===== src/rtl/rv64dec_pkg.sv =====
// ----------------------------------------------------------------------------
// rv64dec_pkg
// Operation numbers, operand kinds and major opcodes for the RV64 decoder.
// ----------------------------------------------------------------------------
`default_nettype none
package rv64dec_pkg;

  typedef enum logic [2:0] {
    K_NONE = 3'd0,
    K_INT  = 3'd1,
    K_FP   = 3'd2,
    K_IMM  = 3'd3,
    K_CSR  = 3'd4
  } kind_t;

  localparam logic [6:0] OPC_LOAD     = 7'h03;
  localparam logic [6:0] OPC_LOAD_FP  = 7'h07;
  localparam logic [6:0] OPC_MISC_MEM = 7'h0f;
  localparam logic [6:0] OPC_OP_IMM   = 7'h13;
  localparam logic [6:0] OPC_AUIPC    = 7'h17;
  localparam logic [6:0] OPC_OP_IMM32 = 7'h1b;
  localparam logic [6:0] OPC_STORE    = 7'h23;
  localparam logic [6:0] OPC_STORE_FP = 7'h27;
  localparam logic [6:0] OPC_AMO      = 7'h2f;
  localparam logic [6:0] OPC_OP       = 7'h33;
  localparam logic [6:0] OPC_LUI      = 7'h37;
  localparam logic [6:0] OPC_OP32     = 7'h3b;
  localparam logic [6:0] OPC_FMADD    = 7'h43;
  localparam logic [6:0] OPC_FMSUB    = 7'h47;
  localparam logic [6:0] OPC_FNMSUB   = 7'h4b;
  localparam logic [6:0] OPC_FNMADD   = 7'h4f;
  localparam logic [6:0] OPC_OP_FP    = 7'h53;
  localparam logic [6:0] OPC_BRANCH   = 7'h63;
  localparam logic [6:0] OPC_JALR     = 7'h67;
  localparam logic [6:0] OPC_JAL      = 7'h6f;
  localparam logic [6:0] OPC_SYSTEM   = 7'h73;

  localparam logic [31:0] W_FENCE_I = 32'h0000100f;
  localparam logic [31:0] W_ECALL   = 32'h00000073;
  localparam logic [31:0] W_EBREAK  = 32'h00100073;
  localparam logic [31:0] W_SRET    = 32'h10200073;
  localparam logic [31:0] W_WFI     = 32'h10500073;
  localparam logic [31:0] W_MRET    = 32'h30200073;

  localparam logic [7:0] OP_INVALID  = 8'd0;
  localparam logic [7:0] OP_LB       = 8'd1;
  localparam logic [7:0] OP_FLW      = 8'd8;
  localparam logic [7:0] OP_FENCE    = 8'd10;
  localparam logic [7:0] OP_FENCE_I  = 8'd11;
  localparam logic [7:0] OP_ADD      = 8'd12;
  localparam logic [7:0] OP_SUB      = 8'd13;
  localparam logic [7:0] OP_SLL      = 8'd14;
  localparam logic [7:0] OP_SLT      = 8'd15;
  localparam logic [7:0] OP_SLTU     = 8'd16;
  localparam logic [7:0] OP_XOR      = 8'd17;
  localparam logic [7:0] OP_SRL      = 8'd18;
  localparam logic [7:0] OP_SRA      = 8'd19;
  localparam logic [7:0] OP_OR       = 8'd20;
  localparam logic [7:0] OP_AND      = 8'd21;
  localparam logic [7:0] OP_ADDW     = 8'd22;
  localparam logic [7:0] OP_SUBW     = 8'd23;
  localparam logic [7:0] OP_SLLW     = 8'd24;
  localparam logic [7:0] OP_SRLW     = 8'd25;
  localparam logic [7:0] OP_SRAW     = 8'd26;
  localparam logic [7:0] OP_AUIPC    = 8'd27;
  localparam logic [7:0] OP_LUI      = 8'd28;
  localparam logic [7:0] OP_SB       = 8'd29;
  localparam logic [7:0] OP_FSW      = 8'd33;
  localparam logic [7:0] OP_AMO_W    = 8'd35;
  localparam logic [7:0] OP_AMO_D    = 8'd46;
  localparam logic [7:0] OP_MUL      = 8'd57;
  localparam logic [7:0] OP_MULW     = 8'd65;
  localparam logic [7:0] OP_DIVW     = 8'd66;
  localparam logic [7:0] OP_FMADD    = 8'd70;
  localparam logic [7:0] OP_FADD     = 8'd78;
  localparam logic [7:0] OP_FSUB     = 8'd80;
  localparam logic [7:0] OP_FMUL     = 8'd82;
  localparam logic [7:0] OP_FDIV     = 8'd84;
  localparam logic [7:0] OP_FSQRT    = 8'd86;
  localparam logic [7:0] OP_FSGNJ    = 8'd88;
  localparam logic [7:0] OP_FMIN     = 8'd94;
  localparam logic [7:0] OP_FCVT_S_D = 8'd98;
  localparam logic [7:0] OP_FCVT_D_S = 8'd99;
  localparam logic [7:0] OP_FLE      = 8'd100;
  localparam logic [7:0] OP_FCLASS   = 8'd106;
  localparam logic [7:0] OP_FCVT_TO  = 8'd108;
  localparam logic [7:0] OP_FCVT_FR  = 8'd116;
  localparam logic [7:0] OP_FMV_X    = 8'd124;
  localparam logic [7:0] OP_FMV_F    = 8'd126;
  localparam logic [7:0] OP_BEQ      = 8'd128;
  localparam logic [7:0] OP_BLT      = 8'd130;
  localparam logic [7:0] OP_JALR     = 8'd134;
  localparam logic [7:0] OP_JAL      = 8'd135;
  localparam logic [7:0] OP_ECALL    = 8'd136;
  localparam logic [7:0] OP_EBREAK   = 8'd137;
  localparam logic [7:0] OP_SRET     = 8'd138;
  localparam logic [7:0] OP_WFI      = 8'd139;
  localparam logic [7:0] OP_MRET     = 8'd140;
  localparam logic [7:0] OP_SFENCE   = 8'd141;
  localparam logic [7:0] OP_CSRRW    = 8'd142;

endpackage
`default_nettype wire


===== src/rtl/rv64_instruction_decoder.sv =====
// ----------------------------------------------------------------------------
// rv64_instruction_decoder
// RV64IMAFD instruction decoder with registered input and result stages.
//
// Input channel in_valid/in_ready carries one 32-bit instruction word.
// Result channel out_valid/out_ready carries the operation number and four
// operand slots (kind and value each).
// The word is captured in an input register; the decode is one pass of
// combinational logic into the result register, which raises result valid;
// throughput is one instruction per cycle while the receiver does not stall,
// set by the two-entry register pipeline.
// Each stage advances when the stage after it is empty or being drained, so
// a stalled receiver holds the result and backs up the input stage; ready
// falls only when both stages are full.
// Reset empties both stages; no result is pending afterwards.
// ----------------------------------------------------------------------------
`default_nettype none
module rv64_instruction_decoder
  import rv64dec_pkg::*;
(
  input  wire logic               clk,
  input  wire logic               rst_n,
  input  wire logic               in_valid,
  output logic                    in_ready,
  input  wire logic        [31:0] in_instruction_word,
  output logic                    out_valid,
  input  wire logic               out_ready,
  output logic             [7:0]  out_operation_code,
  output logic             [2:0]  out_slot0_kind,
  output logic signed      [31:0] out_slot0_value,
  output logic             [2:0]  out_slot1_kind,
  output logic signed      [31:0] out_slot1_value,
  output logic             [2:0]  out_slot2_kind,
  output logic signed      [31:0] out_slot2_value,
  output logic             [2:0]  out_slot3_kind,
  output logic             [4:0]  out_slot3_value
);

  logic        v1_r, v2_r;
  logic [31:0] w_r;
  logic        adv2, adv1;

  logic [7:0]  op_nxt, op_r;
  kind_t       k0, k1, k2, k3;
  logic [31:0] s0, s1, s2;
  logic [4:0]  s3;
  kind_t       k0_r, k1_r, k2_r, k3_r;
  logic [31:0] s0_r, s1_r, s2_r;
  logic [4:0]  s3_r;

  assign adv2     = v1_r && (!v2_r || out_ready);
  assign in_ready = !v1_r || adv2;
  assign adv1     = in_valid && in_ready;

  always_ff @(posedge clk) begin
    if (!rst_n) begin
      v1_r <= 1'b0;
      v2_r <= 1'b0;
    end else begin
      if (in_ready) v1_r <= in_valid;
      if (!v2_r || out_ready) v2_r <= v1_r;
    end
    if (adv1) w_r <= in_instruction_word;
    if (adv2) begin
      op_r <= op_nxt;
      k0_r <= k0; k1_r <= k1; k2_r <= k2; k3_r <= k3;
      s0_r <= s0; s1_r <= s1; s2_r <= s2; s3_r <= s3;
    end
  end

  logic [6:0]  opc, f7;
  logic [4:0]  rd, rs1, rs2, f5;
  logic [2:0]  f3;
  logic [31:0] imm_i, imm_s, imm_b, imm_j;
  logic        dbit;
  logic [7:0]  aidx;
  logic [7:0]  rbase;

  always_comb begin
    opc   = w_r[6:0];
    rd    = w_r[11:7];
    f3    = w_r[14:12];
    rs1   = w_r[19:15];
    rs2   = w_r[24:20];
    f7    = w_r[31:25];
    f5    = w_r[31:27];
    dbit  = w_r[25];
    imm_i = {{20{w_r[31]}}, w_r[31:20]};
    imm_s = {{20{w_r[31]}}, w_r[31:25], w_r[11:7]};
    imm_b = {{20{w_r[31]}}, w_r[7], w_r[30:25], w_r[11:8], 1'b0};
    imm_j = {{12{w_r[31]}}, w_r[19:12], w_r[20], w_r[30:21], 1'b0};

    case (f3)
      3'd0:    rbase = OP_ADD;
      3'd1:    rbase = OP_SLL;
      3'd2:    rbase = OP_SLT;
      3'd3:    rbase = OP_SLTU;
      3'd4:    rbase = OP_XOR;
      3'd5:    rbase = OP_SRL;
      3'd6:    rbase = OP_OR;
      default: rbase = OP_AND;
    endcase

    case (f5)
      5'h02:   aidx = (rs2 == 5'd0) ? 8'd1 : 8'd0;
      5'h03:   aidx = 8'd2;
      5'h01:   aidx = 8'd3;
      5'h00:   aidx = 8'd4;
      5'h04:   aidx = 8'd5;
      5'h0c:   aidx = 8'd6;
      5'h08:   aidx = 8'd7;
      5'h10:   aidx = 8'd8;
      5'h14:   aidx = 8'd9;
      5'h18:   aidx = 8'd10;
      5'h1c:   aidx = 8'd11;
      default: aidx = 8'd0;
    endcase

    op_nxt = OP_INVALID;
    k0 = K_NONE; k1 = K_NONE; k2 = K_NONE; k3 = K_NONE;
    s0 = '0; s1 = '0; s2 = '0; s3 = '0;

    case (opc)
      OPC_LOAD: begin
        k0 = K_INT; s0 = {27'd0, rd}; k1 = K_INT; s1 = {27'd0, rs1};
        k2 = K_IMM; s2 = imm_i;
        if (f3 != 3'd7) op_nxt = OP_LB + {5'd0, f3};
      end
      OPC_LOAD_FP: begin
        k0 = K_FP; s0 = {27'd0, rd}; k1 = K_INT; s1 = {27'd0, rs1};
        k2 = K_IMM; s2 = imm_i;
        if (f3 == 3'd2 || f3 == 3'd3) op_nxt = OP_FLW + {7'd0, f3[0]};
      end
      OPC_MISC_MEM: begin
        k0 = K_IMM; s0 = {28'd0, w_r[27:24]};
        k1 = K_IMM; s1 = {28'd0, w_r[23:20]};
        if (w_r == W_FENCE_I) op_nxt = OP_FENCE_I;
        else if (f3 == 3'd0) op_nxt = OP_FENCE;
      end
      OPC_OP_IMM: begin
        k0 = K_INT; s0 = {27'd0, rd}; k1 = K_INT; s1 = {27'd0, rs1};
        k2 = K_IMM; s2 = imm_i;
        if (f3 == 3'd1) op_nxt = (f7[6:1] == 6'd0) ? OP_SLL : OP_INVALID;
        else if (f3 == 3'd5)
          op_nxt = (f7[6:1] == 6'd0) ? OP_SRL :
                   (f7[6:1] == 6'h10) ? OP_SRA : OP_INVALID;
        else op_nxt = rbase;
      end
      OPC_OP_IMM32: begin
        k0 = K_INT; s0 = {27'd0, rd}; k1 = K_INT; s1 = {27'd0, rs1};
        k2 = K_IMM; s2 = imm_i;
        if (f3 == 3'd0) op_nxt = OP_ADDW;
        else if (f3 == 3'd1 && f7 == 7'd0) op_nxt = OP_SLLW;
        else if (f3 == 3'd5 && f7 == 7'd0) op_nxt = OP_SRLW;
        else if (f3 == 3'd5 && f7 == 7'h20) op_nxt = OP_SRAW;
      end
      OPC_AUIPC, OPC_LUI: begin
        k0 = K_INT; s0 = {27'd0, rd}; k1 = K_IMM; s1 = {w_r[31:12], 12'd0};
        op_nxt = (opc == OPC_AUIPC) ? OP_AUIPC : OP_LUI;
      end
      OPC_STORE: begin
        k0 = K_INT; s0 = {27'd0, rs2}; k1 = K_INT; s1 = {27'd0, rs1};
        k2 = K_IMM; s2 = imm_s;
        if (!f3[2]) op_nxt = OP_SB + {5'd0, f3};
      end
      OPC_STORE_FP: begin
        k0 = K_FP; s0 = {27'd0, rs2}; k1 = K_INT; s1 = {27'd0, rs1};
        k2 = K_IMM; s2 = imm_s;
        if (f3 == 3'd2 || f3 == 3'd3) op_nxt = OP_FSW + {7'd0, f3[0]};
      end
      OPC_AMO: begin
        k0 = K_INT; s0 = {27'd0, rd}; k1 = K_INT; s1 = {27'd0, rs1};
        k2 = K_INT; s2 = {27'd0, rs2};
        if (aidx != 8'd0 && f3 == 3'd2) op_nxt = OP_AMO_W + aidx - 8'd1;
        else if (aidx != 8'd0 && f3 == 3'd3) op_nxt = OP_AMO_D + aidx - 8'd1;
      end
      OPC_OP: begin
        k0 = K_INT; s0 = {27'd0, rd}; k1 = K_INT; s1 = {27'd0, rs1};
        k2 = K_INT; s2 = {27'd0, rs2};
        if (f7 == 7'd1) op_nxt = OP_MUL + {5'd0, f3};
        else if (f7 == 7'd0) op_nxt = rbase;
        else if (f7 == 7'h20 && f3 == 3'd0) op_nxt = OP_SUB;
        else if (f7 == 7'h20 && f3 == 3'd5) op_nxt = OP_SRA;
      end
      OPC_OP32: begin
        k0 = K_INT; s0 = {27'd0, rd}; k1 = K_INT; s1 = {27'd0, rs1};
        k2 = K_INT; s2 = {27'd0, rs2};
        if (f7 == 7'd1) begin
          if (f3 == 3'd0) op_nxt = OP_MULW;
          else if (f3[2]) op_nxt = OP_DIVW + {6'd0, f3[1:0]};
        end else if (f7 == 7'd0) begin
          if (f3 == 3'd0) op_nxt = OP_ADDW;
          else if (f3 == 3'd1) op_nxt = OP_SLLW;
          else if (f3 == 3'd5) op_nxt = OP_SRLW;
        end else if (f7 == 7'h20) begin
          if (f3 == 3'd0) op_nxt = OP_SUBW;
          else if (f3 == 3'd5) op_nxt = OP_SRAW;
        end
      end
      OPC_FMADD, OPC_FMSUB, OPC_FNMSUB, OPC_FNMADD: begin
        k0 = K_FP; s0 = {27'd0, rd}; k1 = K_FP; s1 = {27'd0, rs1};
        k2 = K_FP; s2 = {27'd0, rs2}; k3 = K_FP; s3 = f5;
        if (!f7[1]) op_nxt = OP_FMADD + {5'd0, opc[3:2], dbit};
      end
      OPC_OP_FP: begin
        k0 = K_FP; s0 = {27'd0, rd}; k1 = K_FP; s1 = {27'd0, rs1};
        k2 = K_FP; s2 = {27'd0, rs2};
        if (!f7[1]) begin
          case (f5)
            5'h00: op_nxt = OP_FADD + {7'd0, dbit};
            5'h01: op_nxt = OP_FSUB + {7'd0, dbit};
            5'h02: op_nxt = OP_FMUL + {7'd0, dbit};
            5'h03: op_nxt = OP_FDIV + {7'd0, dbit};
            5'h0b: if (rs2 == 5'd0) op_nxt = OP_FSQRT + {7'd0, dbit};
            5'h04: if (f3 < 3'd3) op_nxt = OP_FSGNJ + {5'd0, f3[1:0], dbit};
            5'h05: if (f3 < 3'd2) op_nxt = OP_FMIN + {6'd0, f3[0], dbit};
            5'h08: begin
              if (!dbit && rs2 == 5'd1) op_nxt = OP_FCVT_S_D;
              else if (dbit && rs2 == 5'd0) op_nxt = OP_FCVT_D_S;
            end
            5'h14: if (f3 < 3'd3) begin
              k0 = K_INT; op_nxt = OP_FLE + {5'd0, f3[1:0], dbit};
            end
            5'h18: if (rs2 < 5'd4) begin
              k0 = K_INT; op_nxt = OP_FCVT_TO + {5'd0, rs2[1:0], dbit};
            end
            5'h1a: if (rs2 < 5'd4) begin
              k1 = K_INT; op_nxt = OP_FCVT_FR + {5'd0, rs2[1:0], dbit};
            end
            5'h1c: if (rs2 == 5'd0 && f3 < 3'd2) begin
              k0 = K_INT;
              op_nxt = (f3 == 3'd0) ? OP_FMV_X + {7'd0, dbit} : OP_FCLASS + {7'd0, dbit};
            end
            5'h1e: if (rs2 == 5'd0 && f3 == 3'd0) begin
              k1 = K_INT; op_nxt = OP_FMV_F + {7'd0, dbit};
            end
            default: op_nxt = OP_INVALID;
          endcase
        end
      end
      OPC_BRANCH: begin
        k0 = K_INT; s0 = {27'd0, rs1}; k1 = K_INT; s1 = {27'd0, rs2};
        k2 = K_IMM; s2 = imm_b;
        if (f3 < 3'd2) op_nxt = OP_BEQ + {7'd0, f3[0]};
        else if (f3[2]) op_nxt = OP_BLT + {6'd0, f3[1:0]};
      end
      OPC_JALR: begin
        k0 = K_INT; s0 = {27'd0, rd}; k1 = K_INT; s1 = {27'd0, rs1};
        k2 = K_IMM; s2 = imm_i;
        if (f3 == 3'd0) op_nxt = OP_JALR;
      end
      OPC_JAL: begin
        k0 = K_INT; s0 = {27'd0, rd}; k1 = K_IMM; s1 = imm_j;
        op_nxt = OP_JAL;
      end
      OPC_SYSTEM: begin
        if (w_r == W_ECALL) op_nxt = OP_ECALL;
        else if (w_r == W_EBREAK) op_nxt = OP_EBREAK;
        else if (w_r == W_SRET) op_nxt = OP_SRET;
        else if (w_r == W_WFI) op_nxt = OP_WFI;
        else if (w_r == W_MRET) op_nxt = OP_MRET;
        else if (rd == 5'd0 && f3 == 3'd0 && f7 == 7'h09) begin
          k0 = K_INT; s0 = {27'd0, rs1}; k1 = K_INT; s1 = {27'd0, rs2};
          op_nxt = OP_SFENCE;
        end else begin
          k0 = K_INT; s0 = {27'd0, rd}; k1 = K_CSR; s1 = {20'd0, w_r[31:20]};
          k2 = f3[2] ? K_IMM : K_INT; s2 = {27'd0, rs1};
          if (f3[1:0] != 2'd0) op_nxt = OP_CSRRW + {6'd0, f3[1:0]} - 8'd1;
        end
      end
      default: op_nxt = OP_INVALID;
    endcase
  end

  assign out_valid          = v2_r;
  assign out_operation_code = op_r;
  assign out_slot0_kind     = k0_r;
  assign out_slot0_value    = s0_r;
  assign out_slot1_kind     = k1_r;
  assign out_slot1_value    = s1_r;
  assign out_slot2_kind     = k2_r;
  assign out_slot2_value    = s2_r;
  assign out_slot3_kind     = k3_r;
  assign out_slot3_value    = s3_r;

  a_stall_hold: assert property (@(posedge clk) disable iff (!rst_n)
    v2_r && !out_ready |=> v2_r && $stable(op_r) && $stable(s0_r))
    else $error("result changed while stalled");
  a_ready_full: assert property (@(posedge clk) disable iff (!rst_n)
    !in_ready |-> v1_r && v2_r && !out_ready)
    else $error("input stalled with room");
  a_fill: assert property (@(posedge clk) disable iff (!rst_n)
    adv1 |=> v1_r)
    else $error("accepted word lost");
  a_none_zero: assert property (@(posedge clk) disable iff (!rst_n)
    v2_r && k3_r == K_NONE |-> s3_r == 5'd0)
    else $error("empty slot carries a value");

endmodule
`default_nettype wire


===== config.mk =====
export PLATFORM = sky130hd
export DESIGN_NAME = rv64_instruction_decoder
export DESIGN_NICKNAME = d
export VERILOG_FILES = /design/src/rtl/rv64dec_pkg.sv /design/src/rtl/rv64_instruction_decoder.sv
export SDC_FILE = /design/constraint.sdc
export NUM_CORES = 1
export LEC_CHECK = 0
export BUFFER_PORTS_ARGS = -buffer_cell sky130_fd_sc_hd__buf_2
export CORE_UTILIZATION = 30
export CTS_CLUSTER_DIAMETER = 80
export DETAILED_ROUTE_END_ITERATION = 16
export PLACE_DENSITY = 0.54
export SLEW_MARGIN = 30
export SYNTH_ARGS = -nofsm -noshare
export SYNTH_HDL_FRONTEND = slang
export SYNTH_SLANG_ARGS = --single-unit

===== constraint.sdc =====
create_clock -name clk -period 5.25 [get_ports clk]
set_input_delay 0.2625 -clock clk [delete_from_list [all_inputs] [get_ports clk]]
set_output_delay 0.2625 -clock clk [all_outputs]
set_load 0.1 [all_outputs]

==> results by group, run 1 <==
Yosys
  • Flop and latch count out of synthesis: 105
  • Syn Inst Count: just under 700
  • Sequential share of the synthesized area: 45.4%
  • Leading area contributor after synthesis: edfxtp_1
  • Synth Flop Type: edfxtp_1
  • Mapped cell area: just under 7000 um2
  • Asr flop ratio synth: 0%
  • Netlist cell types: 81
  • Post-synth EDFFs: around 100
  • Top post-synthesis cells by area: edfxtp_1 (45%), buf_4 (5.8%), ha_1 (3.3%)
  • Synth top area share: between 40 and 50%
  • Warnings from Yosys: 0
  • Synth Area per Inst: 9.95 um2

Clock network
  • CTS clock-pin slew for the worst setup and hold paths: ~80 ps
  • Hold-fix buffers at CTS: 0
  • Worst-skew pair later-pin latency: about 370 ps
  • Root Driver: clkbuf_16
  • Post_cts resized: 0
  • CTS tree: done
  • Setup Fix Bufs, Post-CTS: 0
  • Total CTS buffers: 9
  • Clk sinks: 105
  • CTS HTree Levels: 3
  • CTS Buffer Depth: 2

Floorplan
  • Core area: between 20000 and 25000 um2
  • Full die area: around 24000 um2
  • IO Pins: roughly 160
  • Die X: 154 um
  • Die Y: ~150 um
  • Std-Cell Rows: between 50 and 60
  • Initial core utilization: a little under a third

Critical path
  • Max incr delay on CP: roughly 640 ps
  • Critical Path, Cell by Cell: inv_1, ha_1, nor3b_2, nand3_2, or4_1, and3_1, or4_4, a22o_1
  • Slowest CP cell: edfxtp_1
  • Worst path required time: about 5400 ps
  • Reg-to-reg critical path startpoint: w_r[13]
  • Crit. Startpoint: w_r[13]
  • CP Launch Type: flip-flop
  • CP max FO: 14
  • CP Capture Type: flip-flop
  • Worst Path Arrival: approximately 3900 ps
  • R2R Setup Slk: about 1500 ps
  • CP Class: flip-flop to flip-flop

Routing
  • Drt pass-1 iters: 8
  • Vias per cell: 5.63
  • Routed Antenna Nets: 0
  • Routed len/inst: around 21 um
  • Post-route DRC: 0
  • WL met3: 1.74 mm
  • Top routing layer in use: met4
  • Post-Route WL: 22.6 mm
  • Via count: 5970
  • WL met1: between 10 and 15 mm
  • WL met2: roughly 10 mm
  • Initial drt markers: 637

Run status
  • Status: finished, final reports clean

Layout
  • P&R area growth vs syn: 12.7%
  • Final instance area: 7780 um2
  • Share of layout cells above drive strength 1: about 22%
  • ANT cells: 0
  • Layout Cells excl Fill: 1061
  • Final net count: 825

Job
  • Max-cap violations: 0

STA
  • Slew margin rel.: between 30% and 40%
  • Final hold violation count: 0
  • Tmin final: 3800 ps
  • Setup TNS: 0 ps
  • RSZ-0062 raised after global routing: no
  • Least-Margin Pin Slew: roughly 1000 ps
  • Fmax: around 260 MHz
  • Setup violators final: 0
  • Clock Skew: roughly 14 ps
  • Fin crit share: approximately 72%
  • Final slew viol count: 0

Power
  • Pwr/cell area: roughly 290 nW/um2
  • Leakage: slightly below 0.003 uW
  • Total power: approximately 2300 uW
  • Peak supply drop: about 0.12 mV

Global route
  • Wire length of the first global-routing pass: about 34 mm
  • Vias in the first global route: roughly 5600
  • Largest net degree at the start of global routing: 72
  • Initial antenna violation count: 0
  • Grt ovf: 0
  • Gr usage total: approximately a fifth

Place
  • Port Buf Inserts: around 130
  • Placed Area: between 7000 and 8000 um2
  • DP HPWL: approximately 16 mm
  • Gp weighted congestion: roughly 0.91
  • Cells after DPL: ~1000

Min path
  • Hold crit path type: input pin to flip-flop
  • Min-delay src: in_instruction_word[0]
## critical path: cells and delay by family (launching register included)
family / cells / cell delay, ps
AOI/OAI and AO/OA: 1 / 190
DFF: 1 / 640
buffers and inverters: 1 / 260
adders and majority gates: 1 / 480
and+or+nand+nor: 5 / 1970
## where the power goes
group | internal [uW] | switching (uW) | total (uW)
clock | 334 | 343 | 676
sequential | 970 | 54.7 | 1020
combinational | 87.3 | 498 | 585
## state kept, by name, summed over array words and instances (netlist names)
register and count:
out_slot1_kind 3, out_slot2_kind 2, out_slot1_value 32, w_r 32, out_slot0_kind 2, out_slot3_kind 1
v1_r 1, out_slot0_value 5, out_slot2_value 13, out_operation_code 8, out_slot3_value 5, out_valid 1
## layout make-up
cell class                 instances  area (um2)
clock inverter                     6        61.3
tap                              285         357
multi-input combinational        498        3220
timing repair buffer             136         701
fill                            2342       14800
sequential                       105        3130
inverter                          21        78.8
clock buffer                      10         229
## synthesized netlist by cell type (6+ instances only)
cell and instances:
a211oi_1 9, a21o_1 14, a21oi_1 18, a221oi_1 6, and2_1 16, and3_1 11, buf_2 10, buf_4 53
clkbuf_1 34, edfxtp_1 103, ha_1 18, inv_1 20, nand2_1 40, nand2b_1 12, nand3_1 17, nand3b_1 9
nand4_1 20, nor2_1 46, nor2b_1 16, nor3_1 25, nor4_1 18, o211ai_1 10, o21a_1 7, o21ai_0 24
o21ai_1 6, or3_1 9, or4_1 9
## stage by stage
step	setup slack (ps)	hold WS, ps	util, %
5_1_grt	1290	59.6	34.5
6_report	1450	65.7	34.5
2_1_floorplan	625	361	-
4_1_cts	1500	62.8	34.5
3_5_place_dp	1500	441	33.2
3_3_place_gp	1670	440	33.1
## per-layer routing
layer  vias to the layer above  track usage [%]
li1                       2731                -
met1                      2843             27.0
met2                       348             28.8
met3                        48             3.21
met4                         0             7.19
met5                         -                0
## kinds of logic after synthesis
family	synth area share, %
AND/OR/NAND/NOR	23.9
AO/OA/AOI/OAI	16.9
buffers and inverters	9.86
flip-flops	45.4
adder cells (fa/ha/maj)	3.26
XOR/XNOR	0.508
other	0.0543
multiplexers	0.145
## path summary, 6_finish.rpt
path	end	cells after the start
max	out_slot1_value[1]	8
min	w_r[0]	1
max reg2reg	out_slot1_value[1]	8
min reg2reg	out_valid	1
## layout by cell type, fill, tap and decap left out, drive strengths merged, types with 19 or more instances in the layout
cell type	Yosys	routed
nor4	20	20
nor2	46	46
inv	21	23
nand2	40	40
nand4	20	20
nor3	27	27
conb	1	31
nand3	19	19
o21ai	30	30
buf	66	136
edfxtp	103	103
No activity file was read; power rests on OpenSTA's default activity.
==> run 2, diff against run 1 <==
- clock period: 5.25 -> 3.55 ns (I/O delays scaled with it)
==> results by group, run 2 (same netlist as run 1, synthesis figures left out) <==
STA
  • Final worst setup slack: 281 ps (-1170 ps)
  • Clock Skew: 14.4 ps (-0.0118 ps)
  • Final slew viol count: 0 (unchanged)
  • Fin crit share: 92.1% (+20 points)
  • Setup TNS: 0 ps (unchanged)
  • Setup violators final: 0 (unchanged)
  • Slew margin rel.: 33.1% (-0.13 points)
  • Final hold violation count: 0 (unchanged)
  • RSZ-0062 raised after global routing: no
  • Fmax: 306 MHz (+16%)
  • Least-Margin Pin Slew: 1000 ps (-1.67 ps)
  • Tmin final: 3270 ps (-527 ps)

Layout
  • P&R area growth vs syn: 20.5%
  • ANT cells: 0 (unchanged)
  • Core Util, Final: 36.9% (+2.4 points)
  • Most frequent cells in the layout: buf_2 (127), edfxtp_1 (103), nor2_1 (46)
  • Final net count: 884 (+7.2%)
  • Fillcell total: 2299 (-1.8%)
  • Most common cell after layout, fill and taps aside: buf_2
  • Share of layout cells above drive strength 1: 23.7% (+1.5 points)

Routing
  • Drt pass-1 iters: 6 (-2)
  • Post-route DRC: 0 (unchanged)
  • Routed len/inst: 20.4 um (-4.3%)
  • Initial drt markers: 710 (+11%)
  • Via count: 6196 (+3.8%)
  • Vias per cell: 5.53 (-1.7%)
  • Routed Antenna Nets: 0 (unchanged)
  • Post-Route WL: 22.8 mm (+1.0%)

Clock network
  • Root Driver: clkbuf_16
  • Hold-fix buffers at CTS: 31 (+31)
  • Clk sinks: 105 (unchanged)
  • Setup Fix Bufs, Post-CTS: 0 (unchanged)
  • Worst-skew pair later-pin latency: 370 ps (about the same)
  • Total CTS buffers: 9 (unchanged)
  • CTS Buffer Depth: 2 (unchanged)
  • CTS HTree Levels: 3 (unchanged)
  • CTS tree: done
  • Post_cts resized: 0 (unchanged)
  • CTS clock-pin slew for the worst setup and hold paths: 80 ps (about the same)

Floorplan
  • Die Y: 154 um (unchanged)
  • Initial core utilization: 30.6% (unchanged)
  • Std-Cell Rows: 55 (unchanged)
  • IO Pins: 159 (unchanged)
  • Core area: 22600 um2 (unchanged)
  • Die X: 154 um (unchanged)
  • Full die area: 23600 um2 (unchanged)

Min path
  • Min-delay src: rst_n
  • Hold crit path type: input pin to flip-flop

Global route
  • Initial antenna violation count: 0 (unchanged)
  • Met2 usage: 28.7% (-0.11 points)
  • Largest net degree at the start of global routing: 72 (unchanged)
  • Vias in the first global route: 5746 (+3.4%)
  • Most Crowded Layer GR: met2
  • Gr usage total: 19.3% (+0.32 points)
  • Grt ovf: 0 (unchanged)
  • Met3 Use GR: 3.64% (+0.42 points)
  • Grt met1 use: 27.1% (+0.096 points)
  • Wire length of the first global-routing pass: 34.7 mm (+2.0%)

Critical path
  • CP Launch Type: flip-flop
  • Reg-to-reg critical path startpoint: w_r[28]
  • Slowest CP cell: nor4_1
  • Bufs and invs on worst path: 1 (unchanged)
  • CP Class: flip-flop to flip-flop
  • Max incr delay on CP: 630 ps (about the same)
  • CP Capture Type: flip-flop
  • Delay-heaviest family, CP: simple AND/OR/NAND/NOR gates
  • Worst path required time: 3680 ps (-1690 ps)
  • Critical Path, Cell by Cell: buf_4, nor4_1, nand2_1, o31a_2, and3_1, or4_4, a22o_1
  • Worst Path Arrival: 3400 ps (-520 ps)
  • CP max FO: 11 (-3)
  • Crit. Startpoint: w_r[28]

Place
  • Port Buf Inserts: 127 (unchanged)
  • Gp weighted congestion: 0.927 (+1.5%)
  • DP HPWL: 16.7 mm (+2.8%)
  • Pre-CTS WS: 406 ps (-1100 ps)

Job
  • Max-cap violations: 0 (unchanged)

Power
  • Leakage: 0.00326 uW (+9.3%)
  • Pwr/cell area: 422 nW/um2 (+44%)
  • Peak supply drop: 0.180 mV (+48%)

Run status
  • Status: finished, final reports clean
run 2: cell type report:
type / count / area (um2) / area share (%)
clock buffer: 10 / 229 / 2.75
clock inverter: 6 / 85.1 / 1.02
inverter: 21 / 78.8 / 0.947
multi-input combinational: 498 / 3210 / 38.6
sequential: 105 / 3130 / 37.7
tap: 285 / 357 / 4.29
timing repair buffer: 195 / 1220 / 14.7
run 2: where the power goes:
| part | switching (uW) | internal [uW] | leakage [uW] |
|---|---|---|---|
| registers | 50.5 | 1430 | 0.000965 |
| clock network | 519 | 567 | 0.000150 |
| logic | 776 | 166 | 0.00215 |
run 2: final timing paths:
path                        end  slack (ps)  depth (start not counted)
min                   out_valid          20                          2
min reg2reg           out_valid         540                          1
max reg2reg  out_slot1_value[2]         280                          7
max          out_slot1_value[2]         280                          7
run 2: worst register-to-register path, cell delays in order (launching register included):
cell	delay, ps
edfxtp_1	620
buf_4	270
nor4_1	630
nand2_1	160
o31a_2	440
and3_1	190
or4_4	520
a22o_1	190
run 2: metrics by stage:
stage | instances | power (uW) | instance area, um2 | hold slack [ps]
6_report | 1120 | 3510 | 8320 | 16.7
5_1_grt | 1120 | 3630 | 8320 | 14.5
4_1_cts | 1120 | 3540 | 8320 | 7.61
3_5_place_dp | 1073 | 2420 | 7700 | 356
3_3_place_gp | 1073 | 2430 | 7690 | 354
2_1_floorplan | 724 | 2290 | 7020 | 276
run 2: routing by layer:
layer,share of wire (%),vias up
met5,0,-
met4,3.5,0
met3,8.5,54
met2,43,354
met1,45,2932
li1,-,2856
